File: src/rtl/tbls_pkg.sv
// Shared types and codes for the tiled Bresenham line stepper.
package tbls_pkg;

  localparam int unsigned DATA_BITS   = 40;
  localparam int unsigned MAP_BITS    = 10;
  localparam int unsigned HWORD_BITS  = 5;
  localparam int unsigned FIELD_BITS  = 8;

  typedef enum logic {
    ACT_START   = 1'b0,
    ACT_ADVANCE = 1'b1
  } action_e;

  // Input data word, last declared field in the lowest bits.
  typedef struct packed {
    logic [FIELD_BITS-1:0] color;
    logic [FIELD_BITS-1:0] end_y;
    logic [FIELD_BITS-1:0] end_x;
    logic [FIELD_BITS-1:0] start_y;
    logic [FIELD_BITS-1:0] start_x;
  } line_req_t;

  // Output data word, last declared field in the lowest bits.
  typedef struct packed {
    logic [FIELD_BITS-1:0] pixel_color;
    logic                  upper_byte;
    logic [HWORD_BITS-1:0] tile_halfword;
    logic [MAP_BITS-1:0]   map_entry_index;
    logic [FIELD_BITS-1:0] pixel_y;
    logic [FIELD_BITS-1:0] pixel_x;
  } pix_word_t;

  typedef struct packed {
    logic      last;
    pix_word_t word;
  } pixel_t;

endpackage

File: src/rtl/tbls_engine.sv
// Line state registers and the combinational Bresenham step.
module tbls_engine import tbls_pkg::*; #(
  parameter int unsigned MAP_WIDTH_TILES = 32,
  parameter int unsigned COORD_BITS      = 8
) (
  input  logic      clk_i,
  input  logic      rst_ni,
  input  logic      accept_i,
  input  action_e   action_i,
  input  line_req_t req_i,
  output logic      res_valid_o,
  output pixel_t    res_o
);

  localparam int unsigned CW = COORD_BITS;
  localparam int unsigned EW = COORD_BITS + 3;

  logic [CW-1:0]        cur_x_q, cur_x_d, cur_y_q, cur_y_d;
  logic [CW-1:0]        tx_q, tx_d, ty_q, ty_d;
  logic                 xneg_q, xneg_d, yneg_q, yneg_d;
  logic [CW:0]          tdx_q, tdx_d, tdy_q, tdy_d;
  logic signed [EW-1:0] err_q, err_d;
  logic                 x_major_q, x_major_d;
  logic                 busy_q, busy_d;
  logic [7:0]           color_q, color_d;
  logic                 last;

  function automatic logic [CW-1:0] step_coord(logic [CW-1:0] v, logic negative);
    return negative ? v - CW'(1) : v + CW'(1);
  endfunction

  always_comb begin
    logic [CW-1:0]        sx, sy, ex, ey;
    logic [CW:0]          dx, dy;
    logic [CW-1:0]        adx, ady;
    logic signed [EW-1:0] sdx, sdy;
    logic                 minor;
    sx = CW'(req_i.start_x);
    sy = CW'(req_i.start_y);
    ex = CW'(req_i.end_x);
    ey = CW'(req_i.end_y);
    dx = {1'b0, ex} - {1'b0, sx};
    dy = {1'b0, ey} - {1'b0, sy};
    adx = dx[CW] ? CW'(-dx) : dx[CW-1:0];
    ady = dy[CW] ? CW'(-dy) : dy[CW-1:0];
    sdx = EW'({1'b0, tdx_q});
    sdy = EW'({1'b0, tdy_q});
    minor = !err_q[EW-1];

    cur_x_d   = cur_x_q;
    cur_y_d   = cur_y_q;
    tx_d      = tx_q;
    ty_d      = ty_q;
    xneg_d    = xneg_q;
    yneg_d    = yneg_q;
    tdx_d     = tdx_q;
    tdy_d     = tdy_q;
    err_d     = err_q;
    x_major_d = x_major_q;
    busy_d    = busy_q;
    color_d   = color_q;
    last      = 1'b0;
    res_valid_o = 1'b0;

    if (action_i == ACT_START) begin
      res_valid_o = 1'b1;
      cur_x_d   = sx;
      cur_y_d   = sy;
      tx_d      = ex;
      ty_d      = ey;
      color_d   = req_i.color;
      xneg_d    = dx[CW];
      yneg_d    = dy[CW];
      tdx_d     = {adx, 1'b0};
      tdy_d     = {ady, 1'b0};
      // tie goes to y
      x_major_d = adx > ady;
      if (x_major_d) begin
        err_d = EW'({2'b00, ady, 1'b0}) - EW'({3'b000, adx});
        last  = sx == ex;
      end else begin
        err_d = EW'({2'b00, adx, 1'b0}) - EW'({3'b000, ady});
        last  = sy == ey;
      end
      busy_d = !last;
    end else if (busy_q) begin
      res_valid_o = 1'b1;
      if (x_major_q) begin
        if (minor) cur_y_d = step_coord(cur_y_q, yneg_q);
        cur_x_d = step_coord(cur_x_q, xneg_q);
        err_d   = err_q - (minor ? sdx : '0) + sdy;
        last    = cur_x_d == tx_q;
      end else begin
        if (minor) cur_x_d = step_coord(cur_x_q, xneg_q);
        cur_y_d = step_coord(cur_y_q, yneg_q);
        err_d   = err_q - (minor ? sdy : '0) + sdx;
        last    = cur_y_d == ty_q;
      end
      if (last) busy_d = 1'b0;
    end
  end

  always_comb begin
    logic [31:0] map_sum;
    map_sum = 32'(cur_x_d >> 3) + 32'(cur_y_d >> 3) * 32'(MAP_WIDTH_TILES);
    res_o.last                 = last;
    res_o.word.pixel_x         = 8'(cur_x_d);
    res_o.word.pixel_y         = 8'(cur_y_d);
    res_o.word.map_entry_index = map_sum[MAP_BITS-1:0];
    res_o.word.tile_halfword   = {cur_y_d[2:0], cur_x_d[2:1]};
    res_o.word.upper_byte      = cur_x_d[0];
    res_o.word.pixel_color     = color_d;
  end

  always_ff @(posedge clk_i or negedge rst_ni) begin
    if (!rst_ni) begin
      cur_x_q   <= '0;
      cur_y_q   <= '0;
      tx_q      <= '0;
      ty_q      <= '0;
      xneg_q    <= 1'b0;
      yneg_q    <= 1'b0;
      tdx_q     <= '0;
      tdy_q     <= '0;
      err_q     <= '0;
      x_major_q <= 1'b0;
      busy_q    <= 1'b0;
      color_q   <= '0;
    end else if (accept_i) begin
      cur_x_q   <= cur_x_d;
      cur_y_q   <= cur_y_d;
      tx_q      <= tx_d;
      ty_q      <= ty_d;
      xneg_q    <= xneg_d;
      yneg_q    <= yneg_d;
      tdx_q     <= tdx_d;
      tdy_q     <= tdy_d;
      err_q     <= err_d;
      x_major_q <= x_major_d;
      busy_q    <= busy_d;
      color_q   <= color_d;
    end
  end

  a_last_goes_idle: assert property (@(posedge clk_i) disable iff (!rst_ni)
    accept_i && res_valid_o && res_o.last |=> !busy_q)
    else $error("engine still busy after last pixel");

  a_idle_advance_silent: assert property (@(posedge clk_i) disable iff (!rst_ni)
    action_i == ACT_ADVANCE && !busy_q |-> !res_valid_o)
    else $error("advance while idle produced a pixel");

  a_busy_not_at_target: assert property (@(posedge clk_i) disable iff (!rst_ni)
    busy_q |-> (x_major_q ? cur_x_q != tx_q : cur_y_q != ty_q))
    else $error("busy while major axis already at target");

endmodule

File: src/rtl/tiled_bresenham_line_stepper_core.sv
// Top level: stream ports, line engine and registered output with skid stage.
// Draws lines into a tiled 8-bit background one pixel per accepted word: a
// start word (tuser = 0) loads both endpoints and a colour and yields the first
// pixel, each advance word (tuser = 1) yields the next pixel, and tlast marks
// the final pixel of the line; an advance with no line running yields nothing.
// One word is taken every cycle while tready is high; each pixel is worked out
// by the combinational step logic and is registered in the output register, or
// in the skid register while the output stalls. The skid register keeps input
// ready high for one more word while the output stalls, so tready only drops once both are full.
module tiled_bresenham_line_stepper_core import tbls_pkg::*; #(
  parameter int unsigned MAP_WIDTH_TILES = 32,
  parameter int unsigned COORD_BITS      = 8
) (
  input  logic                 clk_i,
  input  logic                 rst_ni,
  input  logic                 s_axis_tvalid,
  output logic                 s_axis_tready,
  // start_x[7:0], start_y[15:8], end_x[23:16], end_y[31:24], color[39:32]
  input  logic [DATA_BITS-1:0] s_axis_tdata,
  // action[0]
  input  logic                 s_axis_tuser,
  output logic                 m_axis_tvalid,
  input  logic                 m_axis_tready,
  // pixel_x[7:0], pixel_y[15:8], map_entry_index[25:16], tile_halfword[30:26],
  // upper_byte[31], pixel_color[39:32]
  output logic [DATA_BITS-1:0] m_axis_tdata,
  output logic                 m_axis_tlast
);

  logic    accept, push, pop;
  logic    res_valid;
  pixel_t  res;
  action_e action;

  logic    m_valid_q, m_valid_d;
  pixel_t  m_data_q, m_data_d;
  logic    sk_valid_q, sk_valid_d;
  pixel_t  sk_data_q, sk_data_d;

  assign action = action_e'(s_axis_tuser);
  assign s_axis_tready = !sk_valid_q;
  assign accept = s_axis_tvalid && s_axis_tready;
  assign push   = accept && res_valid;
  assign pop    = m_valid_q && m_axis_tready;

  tbls_engine #(
    .MAP_WIDTH_TILES (MAP_WIDTH_TILES),
    .COORD_BITS      (COORD_BITS)
  ) u_engine (
    .clk_i       (clk_i),
    .rst_ni      (rst_ni),
    .accept_i    (accept),
    .action_i    (action),
    .req_i       (line_req_t'(s_axis_tdata)),
    .res_valid_o (res_valid),
    .res_o       (res)
  );

  always_comb begin
    m_valid_d  = m_valid_q;
    m_data_d   = m_data_q;
    sk_valid_d = sk_valid_q;
    sk_data_d  = sk_data_q;
    if (!m_valid_q || pop) begin
      // refill from skid first; a push cannot coincide with a full skid
      m_valid_d  = sk_valid_q || push;
      m_data_d   = sk_valid_q ? sk_data_q : res;
      sk_valid_d = 1'b0;
    end else if (push) begin
      sk_valid_d = 1'b1;
      sk_data_d  = res;
    end
  end

  always_ff @(posedge clk_i or negedge rst_ni) begin
    if (!rst_ni) begin
      m_valid_q  <= 1'b0;
      sk_valid_q <= 1'b0;
    end else begin
      m_valid_q  <= m_valid_d;
      sk_valid_q <= sk_valid_d;
    end
  end

  always_ff @(posedge clk_i) begin
    m_data_q  <= m_data_d;
    sk_data_q <= sk_data_d;
  end

  assign m_axis_tvalid = m_valid_q;
  assign m_axis_tdata  = m_data_q.word;
  assign m_axis_tlast  = m_data_q.last;

  a_skid_behind_out: assert property (@(posedge clk_i) disable iff (!rst_ni)
    sk_valid_q |-> m_valid_q)
    else $error("skid holds a word while output register is empty");

  a_push_lands: assert property (@(posedge clk_i) disable iff (!rst_ni)
    push && !m_valid_q |=> m_valid_q && !sk_valid_q)
    else $error("pixel into empty output was lost or skidded");

  a_drain_empties: assert property (@(posedge clk_i) disable iff (!rst_ni)
    pop && !sk_valid_q && !push |=> !m_valid_q)
    else $error("output still valid after its only word was taken");

endmodule
File: config.mk
export PLATFORM = sky130hd
export DESIGN_NAME = tiled_bresenham_line_stepper_core
export DESIGN_NICKNAME = d
export VERILOG_FILES = /design/src/rtl/tbls_pkg.sv /design/src/rtl/tbls_engine.sv /design/src/rtl/tiled_bresenham_line_stepper_core.sv
export SDC_FILE = /design/constraint.sdc
export NUM_CORES = 1
export LEC_CHECK = 0
export BUFFER_PORTS_ARGS = -buffer_cell sky130_fd_sc_hd__buf_4
export CORE_ASPECT_RATIO = 2
export CORE_MARGIN = 10
export CORE_UTILIZATION = 55
export CTS_CLUSTER_SIZE = 25
export DETAILED_ROUTE_END_ITERATION = 6
export PLACE_DENSITY = 0.78
export SYNTH_ARGS = -nofsm -noshare
export SYNTH_HDL_FRONTEND = slang
export SYNTH_SLANG_ARGS = --single-unit
File: constraint.sdc
create_clock -name clk_i -period 3.7 [get_ports clk_i]
set_clock_uncertainty 0.05 [all_clocks]
set_input_delay 0.185 -clock clk_i [delete_from_list [all_inputs] [get_ports clk_i]]
set_output_delay 0.185 -clock clk_i [all_outputs]
set_load 0.01 [all_outputs]
==> results of run 1 <==
## through the flow
| stage | hold slack (ps) | power [mW] | area, um^2 |
|---|---|---|---|
| after global routing | 28.4 | 12.3 | 12300 |
| after floorplan | -161 | 7.22 | 9550 |
| final | 9.83 | 11.4 | 12300 |
| after detailed placement | 342 | 9.20 | 11100 |
| after global placement | 334 | 8.97 | 11100 |
| after CTS | 5.59 | 11.1 | 12000 |
## critical path, delay by kind of cell
kind                     cells  cell delay [ps]
adder cells (fa/ha/maj)      5             1410
AO/OA/AOI/OAI                7             1330
AND/OR/NAND/NOR              2              630
buffers and inverters        2              240
XOR/XNOR                     1              240
## cells in the mapped netlist, types with 3 or more instances
cell      number
clkbuf_1      23
nand4_1        8
buf_4         17
o21a_1         6
nor3_1         7
buf_1          7
buf_2          3
mux2i_1       18
maj3_1         3
nor2_1        62
nand2b_1      12
o211ai_1       8
nor2b_1        7
nand3b_1       4
o21ai_0       82
or2_2          7
fa_1          24
mux2_2        26
edfxtp_1      50
a41oi_1        3
inv_1        124
dfrtp_1       72
o221ai_1       7
xor2_1        21
nand3_1        5
a211oi_1      12
or3_1          3
a21boi_0       3
a21o_1        19
o21bai_1      10
xnor2_1       53
a21oi_1       37
ha_1          62
a211o_1        4
nand2_1      146
o22ai_1        5
nand4b_1       4
a31oi_1        5
## logic make-up (layout without fill, tap and decap cells)
| logic type | count (synthesis) | in the layout | synth area share |
|---|---|---|---|
| AOI/OAI and AO/OA | 235 | 235 | 0.167 |
| and+or+nand+nor | 276 | 276 | 0.130 |
| muxes | 45 | 45 | 0.0519 |
| DFF | 122 | 122 | 0.352 |
| buffers and inverters | 175 | 395 | 0.0772 |
| adders and majority gates | 91 | 91 | 0.139 |
| xor gates and xnor gates | 80 | 80 | 0.0820 |
## repair_timing
item | 4_1_cts | 5_1_grt
pin swaps | 7 | 22
endpoints found under the hold margin | 89 | 0
resized for setup | 4 | 42
setup endpoints to repair | 8 | 13
hold buffers | 18 | 0
buffers inserted | 1 | 9
## per-layer routing
layer | global-route usage | routed length, um | vias to the layer above
met3 | 0.0422 | 1370 | 74
met2 | 0.435 | 15400 | 271
met5 | 0 | 0 | -
met4 | 0.114 | 1200 | 0
met1 | 0.217 | 9190 | 4041
li1 | - | - | 3901
## final cells by class
cell class / count / area share
clock buffer: 22 / 0.0362
clock inverter: 10 / 0.0143
inverter: 125 / 0.0393
multi-input combinational: 727 / 0.468
sequential: 122 / 0.270
tap: 207 / 0.0211
timing repair buffer: 238 / 0.151
## report_power, final
group          switching, mW  internal [mW]
clock network          0.621           1.19
registers              0.301           1.92
logic                   3.88           3.47
## flip-flops by register name (all words and copies together) (netlist names), 8 cells and up
signal,flops
u_engine.tx_q,8
u_engine.cur_y_q,8
u_engine.err_q,10
u_engine.tdy_q,8
sk_data_q,25
m_axis_tdata,24
u_engine.tdx_q,8
u_engine.ty_q,8
u_engine.cur_x_q,8
u_engine.color_q,8
## final timing paths
kind | startpoint | end | slack (ps) | cells past startpoint
max | s_axis_tdata[0] | u_engine.err_q[3]$_DFFE_PN0P_ | -80 | 17
min reg2reg | u_engine.tdx_q[5]$_DFFE_PN0P_ | u_engine.tdx_q[5]$_DFFE_PN0P_ | 430 | 2
max in group asynchronous | rst_ni | u_engine.cur_x_q[0]$_DFFE_PN0P_ | 2520 | 2
min | s_axis_tdata[21] | u_engine.tx_q[5]$_DFFE_PN0P_ | 10 | 4
max reg2reg | u_engine.xneg_q$_DFFE_PN0P_ | u_engine.busy_q$_DFFE_PN0P_ | 230 | 12
min in group asynchronous | rst_ni | u_engine.tdx_q[1]$_DFFE_PN0P_ | 370 | 2
==> flow_summary.toml, run 1 <==
[layout]
regArea_um2 = 3300
fin_nets = 1362
area_growth_pct = 30.6
insertedDiodeCount = 0
multiInputGateArea_um2 = 5740
final_cells = 1451
layout_commonest_cell = "buf_4"
fillCellCount = 1153
post-route-util = 0.731
final_cell_mix = "buf_4 (218), nand2_1 (144), inv_1 (122)"
layout-drive-gt1-share = 0.287

[die]
initial_core_util = 0.560
die_area_um2 = 23000
io_pins = 88
die_h_um = 205
rows = 67
core-area_um2 = 16800
die_w_um = 112

[critical_path]
path_cells = "buf_4 > ha_4 > fa_2 > nand2b_4 > a21o_4 > o221ai_4 > a31oi_1 > xnor2_1 > inv_1 > ha_4 > a211oi_2 > a21oi_2 > maj3_2 > maj3_2 > a21o_4 > or4_4 > a32oi_1"
crit_slowest_cell = "or4_4"
end_kind = "flop"
critPathRequiredTime_ps = 3990
worstPathMaxFanout = 5
crit_type = "input port to flop"
critPathArrivalTime_ps = 4070
cpPeakStageDelay_ps = 470
critPathLaunchType = "input port"

[clocking]
cts_tree = "done"
clockBufferDepth = 2
clockRootBuffer = "clkbuf_16"
cts-htree-levels = 4
clock_sinks = 122
cts_inserted_buffers = 17
clkLatencyLatePin_ps = 430
clk_pin_slew_ps = 60

[timing]
min_period_over_period = 1.02
relSlewSlack = 0.331
post-route-min-period_ps = 3780
fin_ws_ps = -78.2
worst_pin_slew_ps = 1000
rsz0062_at_grt = "yes"
finalHoldViolations = 0
drv_slew = 0
tns_ps = -184
fmax_mhz = 265
setup_violations = 5

[global_route]
grtUsageTotal = 0.225
grt_pass1_wl_um = 42200
grt_pass1_vias = 8736
grt_max_degree = 73
globalRouteOverflowTotal = 0
antenna_found_initial = 0

[logic_synthesis]
synth_ff_type = "dfrtp_1"
synth_edf_count = 50
synthArstFlopShare = 0.590
ys_types = 78
yosysSeqAreaShare = 0.352
synth_largest_area_cell = "dfrtp_1"
synth_seq_cells = 122
synth.area.top_cells = "dfrtp_1 (19%), edfxtp_1 (16%), ha_1 (8.3%), nand2_1 (5.8%), fa_1 (5.1%)"
synth_nets = 1155
yosysWarnings = 0
netlist_area_um2 = 9380
netlist_instances = 1024
syn_area_per_cell_um2 = 9.16
synth.top_cell.area_share = 0.192

[placement]
place_ws_ps = -499
routabilityCongestion = 0.914
hpwl_um = 19300
portBuffers = 87
dp_cells = 1391

[detailed_routing]
antenna_left = 0
first_iter_violations = 431
viasPerCell = 5.71
wire_per_inst_um = 18.7
drtPass1Iterations = 5
num_vias = 8287
drt-total-wl_um = 27200
route.detailed.drc = 0

[min_path]
hold_path.class = "input port to flop"

[power_and_ir_drop]
ir_drop_v = 0.000622
p_per_area_nw_per_um2 = 929
cellLeakagePower_nw = 5.71

[job]
max-cap-violations = 0

[status]
status = "finished with violations"
violations = "setup timing"
(Power assumes the default switching activity.)
==> inputs of run 2 (changes only) <==
Settings changed: CORE_UTILIZATION 55 to 60, PLACE_DENSITY 0.78 to 0.81, SETUP_SLACK_MARGIN set to 0.2.
Clock period 3.7 ns to 4.1 ns, I/O delays scaled along.
==> run 2 against run 1 <==
Compared with the run above: the flow now finishes without violations; die area shrank 7.2%; routed wire length shrank 0.59%; final area decreased by 3.2%; first-iteration DRC count is 7.0% lower; sequential cell count unchanged; final cell count down 2.6%; critical path type unchanged; highest routed layer unchanged.
==> flow_summary.toml, run 2 (synthesized netlist as in run 1, its figures left out) <==
[timing]
drv_slew = 0
min_period_over_period = 0.925
finalHoldViolations = 0
worst_pin_slew_ps = 1010
fmax_mhz = 264
fin_ws_ps = 307
timing.hold.ws_ps = 40.5
post-route-min-period_ps = 3790
relSlewSlack = 0.326
rsz0062_at_grt = "yes"
setup_violations = 0
tns_ps = 0

[min_path]
hold_path.class = "input port to flop"

[layout]
regMostFlops = "sk_data_q"
fillCellCount = 1003
largest_register_ffs = 25
area_growth_pct = 26.4
insertedDiodeCount = 0
fin_nets = 1333
final_cell_mix = "buf_4 (189), nand2_1 (145), inv_1 (121)"
layout-drive-gt1-share = 0.261
final_cells = 1413
layout_commonest_cell = "buf_4"
post-route-util = 0.775

[critical_path]
worstPathMaxFanout = 6
crit_slowest_cell = "fa_2"
path_cells = "buf_4 > ha_1 > fa_2 > nand2b_4 > a211oi_2 > a211o_1 > buf_4 > a31oi_2 > xnor2_2 > buf_4 > ha_4 > a211oi_2 > a21oi_1 > maj3_2 > maj3_2 > a21o_4 > buf_4 > mux2i_2 > o41ai_2"
critPathArrivalTime_ps = 3910
crit_type = "input port to flop"
end_kind = "flop"
crit_family = "adder cells"
cp.buffers_inverters = 4
cpPeakStageDelay_ps = 350
cp_common_cell = "buf_4"
critPathLaunchType = "input port"
critPathRequiredTime_ps = 4210

[die]
die_w_um = 108
core-area_um2 = 15300
io_pins = 88
initial_core_util = 0.613
rows = 64
die_h_um = 197
die_area_um2 = 21300

[detailed_routing]
num_vias = 8296
viasPerCell = 5.87
antenna_left = 0
first_iter_violations = 401
drtPass1Iterations = 5
wire_per_inst_um = 19.1
wl_met2_um = 15200
route.detailed.drc = 0
drt-total-wl_um = 27000
met3_length_um = 1330
highest_layer = "met4"
wl_met1_um = 8760

[global_route]
grt_max_degree = 73
grt_pass1_wl_um = 43500
grt_pass1_vias = 9097
globalRouteOverflowTotal = 0
grtUsageTotal = 0.258
antenna_found_initial = 0

[clocking]
cts_tree = "done"
clock_sinks = 122
cts-htree-levels = 4
clockBufferDepth = 2
clkLatencyLatePin_ps = 420
clockRootBuffer = "clkbuf_16"
clk_pin_slew_ps = 60
cts_inserted_buffers = 17

[placement]
hpwl_um = 19700
place_ws_ps = -298
routabilityCongestion = 0.992
portBuffers = 87
dp_cells = 1357

[job]
max-cap-violations = 0

[status]
status = "complete, no violations"

[power_and_ir_drop]
p_per_area_nw_per_um2 = 844
ir_drop_v = 0.000515
cellLeakagePower_nw = 5.53
[run 2: cell types whose count changed in the layout (fill, tap and decap cells not counted), moves of 3 or more]
cell / delta
buf_4: -29
clkbuf_1: -4
bufinv_16: -3
nor2_1: +3
nor2_2: -3
xor2_1: +3
[run 2: metrics by stage]
step / total power, mW / area, um^2
final: 10.0 / 11900
after global routing: 10.8 / 11900
after CTS: 9.81 / 11700
after floorplan: 6.48 / 9500
after global placement: 8.00 / 10900
after detailed placement: 8.24 / 10900
[run 2: what timing repair did]
action,4_1_cts,5_1_grt
cloned,0,0
setup buffers,0,5
hold endpoints to repair,90,0
gates resized for setup,5,34
endpoints found under the setup margin,3,7
pin swaps,0,12
hold buffers,19,0
[run 2: power breakdown]
group          switching, mW  leakage, nW  internal, mW
sequential             0.267         1.36          1.73
combinational           3.52         3.90          3.04
clock                  0.567        0.266         0.883
[run 2: path summary, 6_finish.rpt]
path | to | startpoint | slack [ps] | cells past startpoint
worst max-delay path | m_axis_tlast$_DFFE_PN_ | s_axis_tdata[8] | 310 | 19
worst min-delay path | u_engine.ty_q[4]$_DFFE_PN0P_ | s_axis_tdata[28] | 40 | 4
worst max register to register | u_engine.err_q[10]$_DFFE_PN0P_ | u_engine.err_q[10]$_DFFE_PN0P_ | 380 | 14
worst min register to register | u_engine.tdy_q[6]$_DFFE_PN0P_ | u_engine.tdy_q[6]$_DFFE_PN0P_ | 430 | 2
max in group asynchronous | u_engine.tdy_q[1]$_DFFE_PN0P_ | rst_ni | 2890 | 2
min in group asynchronous | u_engine.ty_q[5]$_DFFE_PN0P_ | rst_ni | 400 | 2
[run 2: cell type report]
class | instances | area (um^2) | share of cell area
Clock buffer | 18 | 429 | 0.0362
Clock inverter | 14 | 130 | 0.0110
Sequential cell | 122 | 3300 | 0.279
Tap cell | 198 | 248 | 0.0209
Timing Repair Buffer | 209 | 1620 | 0.137
Multi-Input combinational cell | 727 | 5650 | 0.477
Inverter | 125 | 477 | 0.0402
[run 2: per-layer routing]
| metal | global-route usage | vias to the layer above |
|---|---|---|
| li1 | - | 3854 |
| met1 | 0.239 | 4019 |
| met2 | 0.482 | 301 |
| met3 | 0.0454 | 122 |
| met4 | 0.186 | 0 |
| met5 | 0 | - |
[run 2: worst min-delay path, delay by kind of cell]
family        cells  cell delay [ps]
buf+inv           2              180
simple gates      2               90
==> inputs of run 3 (changes only) <==
Settings changed: CTS_CLUSTER_DIAMETER set to 30, PLACE_DENSITY 0.81 to 0.8, SYNTH_HIERARCHICAL set to 1.
==> run 3 against run 2 <==
Compared with the run above: sequential share of layout area rose by 4.5 points; die area rose by 12%; final area rose by 11%; largest cell class unchanged.
==> flow_summary.toml, run 3 <==
[status]
status = "complete, no violations"

[timing]
timing.hold.ws_ps = 25.1
finalHoldViolations = 0
post-route-min-period_ps = 3930
fin_ws_ps = 168
fmax_mhz = 254
worst_pin_slew_ps = 1030
min_period_over_period = 0.959
drv_slew = 0
rsz0062_at_grt = "yes"
relSlewSlack = 0.316
tns_ps = 0
setup_violations = 0

[global_route]
grt_pass1_wl_um = 43500
grt_pass1_vias = 8658
grtUsageTotal = 0.227
grt_max_degree = 73
globalRouteOverflowTotal = 0
antenna_found_initial = 0

[die]
die_area_um2 = 23900
die_h_um = 209
rows = 69
core-area_um2 = 17700
initial_core_util = 0.605
io_pins = 88
die_w_um = 114

[min_path]
min_to = "u_engine/ty_q[1]$_DFFE_PN0P_"
hold-path-cell-count = 2
hp-start = "s_axis_tdata[25]"
hold_path.class = "input port to flop"

[logic_synthesis]
synth_seq_cells = 154
syn_area_per_cell_um2 = 10.8
synth.area.top_cells = "edfxtp_1 (23%), dfrtp_1 (17%), ha_1 (7.1%), mux2_4 (5.3%), mux2_2 (5.3%)"
netlist_instances = 989
yosysMostFrequentCell = "inv_1"
yosysWarnings = 6
synthArstFlopShare = 0.468
ys_top_cells_by_count = "inv_1 (112), edfxtp_1 (82), dfrtp_1 (72)"
ys_types = 81
synth.top_cell.area_share = 0.230
synth_edf_count = 82
synth_nets = 1119
synth_ff_type = "edfxtp_1"
synth_largest_area_cell = "edfxtp_1"
yosysSeqAreaShare = 0.399
netlist_area_um2 = 10700

[critical_path]
critPathLaunchType = "input port"
end_kind = "flop"
worstPathMaxFanout = 4
rrSetupSlack_ps = 400
ff2ff_path_depth = 12
crit_type = "input port to flop"
regToRegStartpoint = "u_engine/yneg_q$_DFFE_PN0P_"
critPathArrivalTime_ps = 4200
critPathRequiredTime_ps = 4370
rr_endpoint = "m_axis_tlast$_DFFE_PP_"

[detailed_routing]
route.detailed.drc = 0
antenna_left = 0
viasPerCell = 5.95
drtPass1Iterations = 5
drt-total-wl_um = 27400
num_vias = 8231
wire_per_inst_um = 19.8
first_iter_violations = 304

[clocking]
clk_pin_slew_ps = 60
clock_sinks = 154
clkLatencyLatePin_ps = 430
cts_inserted_buffers = 17
clockRootBuffer = "clkbuf_16"
cts_tree = "done"
clockBufferDepth = 2
cts-htree-levels = 4

[layout]
final_cell_area_um2 = 13200
regMostFlops = "sk_data_q"
layout-drive-gt1-share = 0.322
area_growth_pct = 23.2
fillCellCount = 1148
post-route-util = 0.745
final_cells = 1384
insertedDiodeCount = 0
final_cell_mix = "buf_4 (178), inv_1 (108), edfxtp_1 (82)"
layout_commonest_cell = "buf_4"
largest_register_ffs = 41
fin_nets = 1289

[power_and_ir_drop]
ir_drop_v = 0.000696
cellLeakagePower_nw = 5.84
p_per_area_nw_per_um2 = 808
total_power_mw = 10.6

[placement]
routabilityCongestion = 0.924
hpwl_um = 19800
placedInstanceArea_um2 = 12000
dp_cells = 1321
place_ws_ps = -349
portBuffers = 87

[job]
max-cap-violations = 0
[run 3: repair_timing]
action                     in CTS  in global routing
pin swaps                       0                 18
buffers inserted                0                 10
hold endpoints to repair       93                  0
hold buffers                   22                  0
cloned                          0                  0
gates resized for setup         3                 38
setup endpoints to repair       5                 14
[run 3: worst max-delay path, stage by stage]
cell       delay [ps]
buf_6             100
clkinv_4           50
ha_4              130
inv_2              30
fa_2              350
a211oi_4          240
nor3_2             80
a211o_1           340
nor2_2            130
xor2_1            270
inv_1             110
ha_1              310
inv_2              80
o21bai_4           70
a21oi_4           210
a2111oi_4          60
a2111oi_4         540
a2111oi_4          70
o31a_1            300
a211oi_2          180
a311oi_2           70
o31ai_1           270
[run 3: final cells by class]
type	count	area [um^2]	share of cell area
Clock buffer	19	443	0.0336
Multi-Input combinational cell	670	6010	0.456
Sequential cell	154	4270	0.324
Clock inverter	12	190	0.0144
Tap cell	213	267	0.0202
Inverter	115	437	0.0331
Timing Repair Buffer	201	1570	0.119
[run 3: layer usage]
layer	vias to the layer above	GRT usage	wire length (um)
met5	-	0	0
met4	0	0.142	1750
met3	113	0.0393	968
met2	253	0.411	15100
met1	4061	0.229	9540
li1	3804	-	-
[run 3: power breakdown]
group          switching, mW  total (mW)  leakage (nW)  internal (mW)
clock                  0.652        1.70         0.307           1.04
combinational           3.47        6.54          3.89           3.07
sequential             0.266        2.41          1.64           2.15
total                   4.38        10.6          5.84           6.26
[run 3: worst max-delay path by stage]
stage / startpoint / end / cells after the start
final: s_axis_tdata[16] / u_engine/err_q[8]$_DFFE_PN0P_ / 22
after global routing: s_axis_tdata[16] / u_engine/err_q[8]$_DFFE_PN0P_ / 22
after CTS: s_axis_tdata[24] / u_engine/err_q[10]$_DFFE_PN0P_ / 22
after detailed placement: s_axis_tdata[24] / u_engine/err_q[10]$_DFFE_PN0P_ / 22
after global placement: s_axis_tdata[24] / u_engine/err_q[10]$_DFFE_PN0P_ / 22
after floorplan: s_axis_tdata[16] / m_axis_tlast$_DFFE_PP_ / 22
[run 3: cells by family after synthesis]
family / after synthesis / synth area share
adder cells (fa/ha/maj): 88 / 0.119
multiplexers: 102 / 0.119
AO/OA/AOI/OAI: 211 / 0.138
XOR/XNOR: 82 / 0.0712
AND/OR/NAND/NOR: 187 / 0.0854
buffers and inverters: 165 / 0.0689
flip-flops: 154 / 0.399
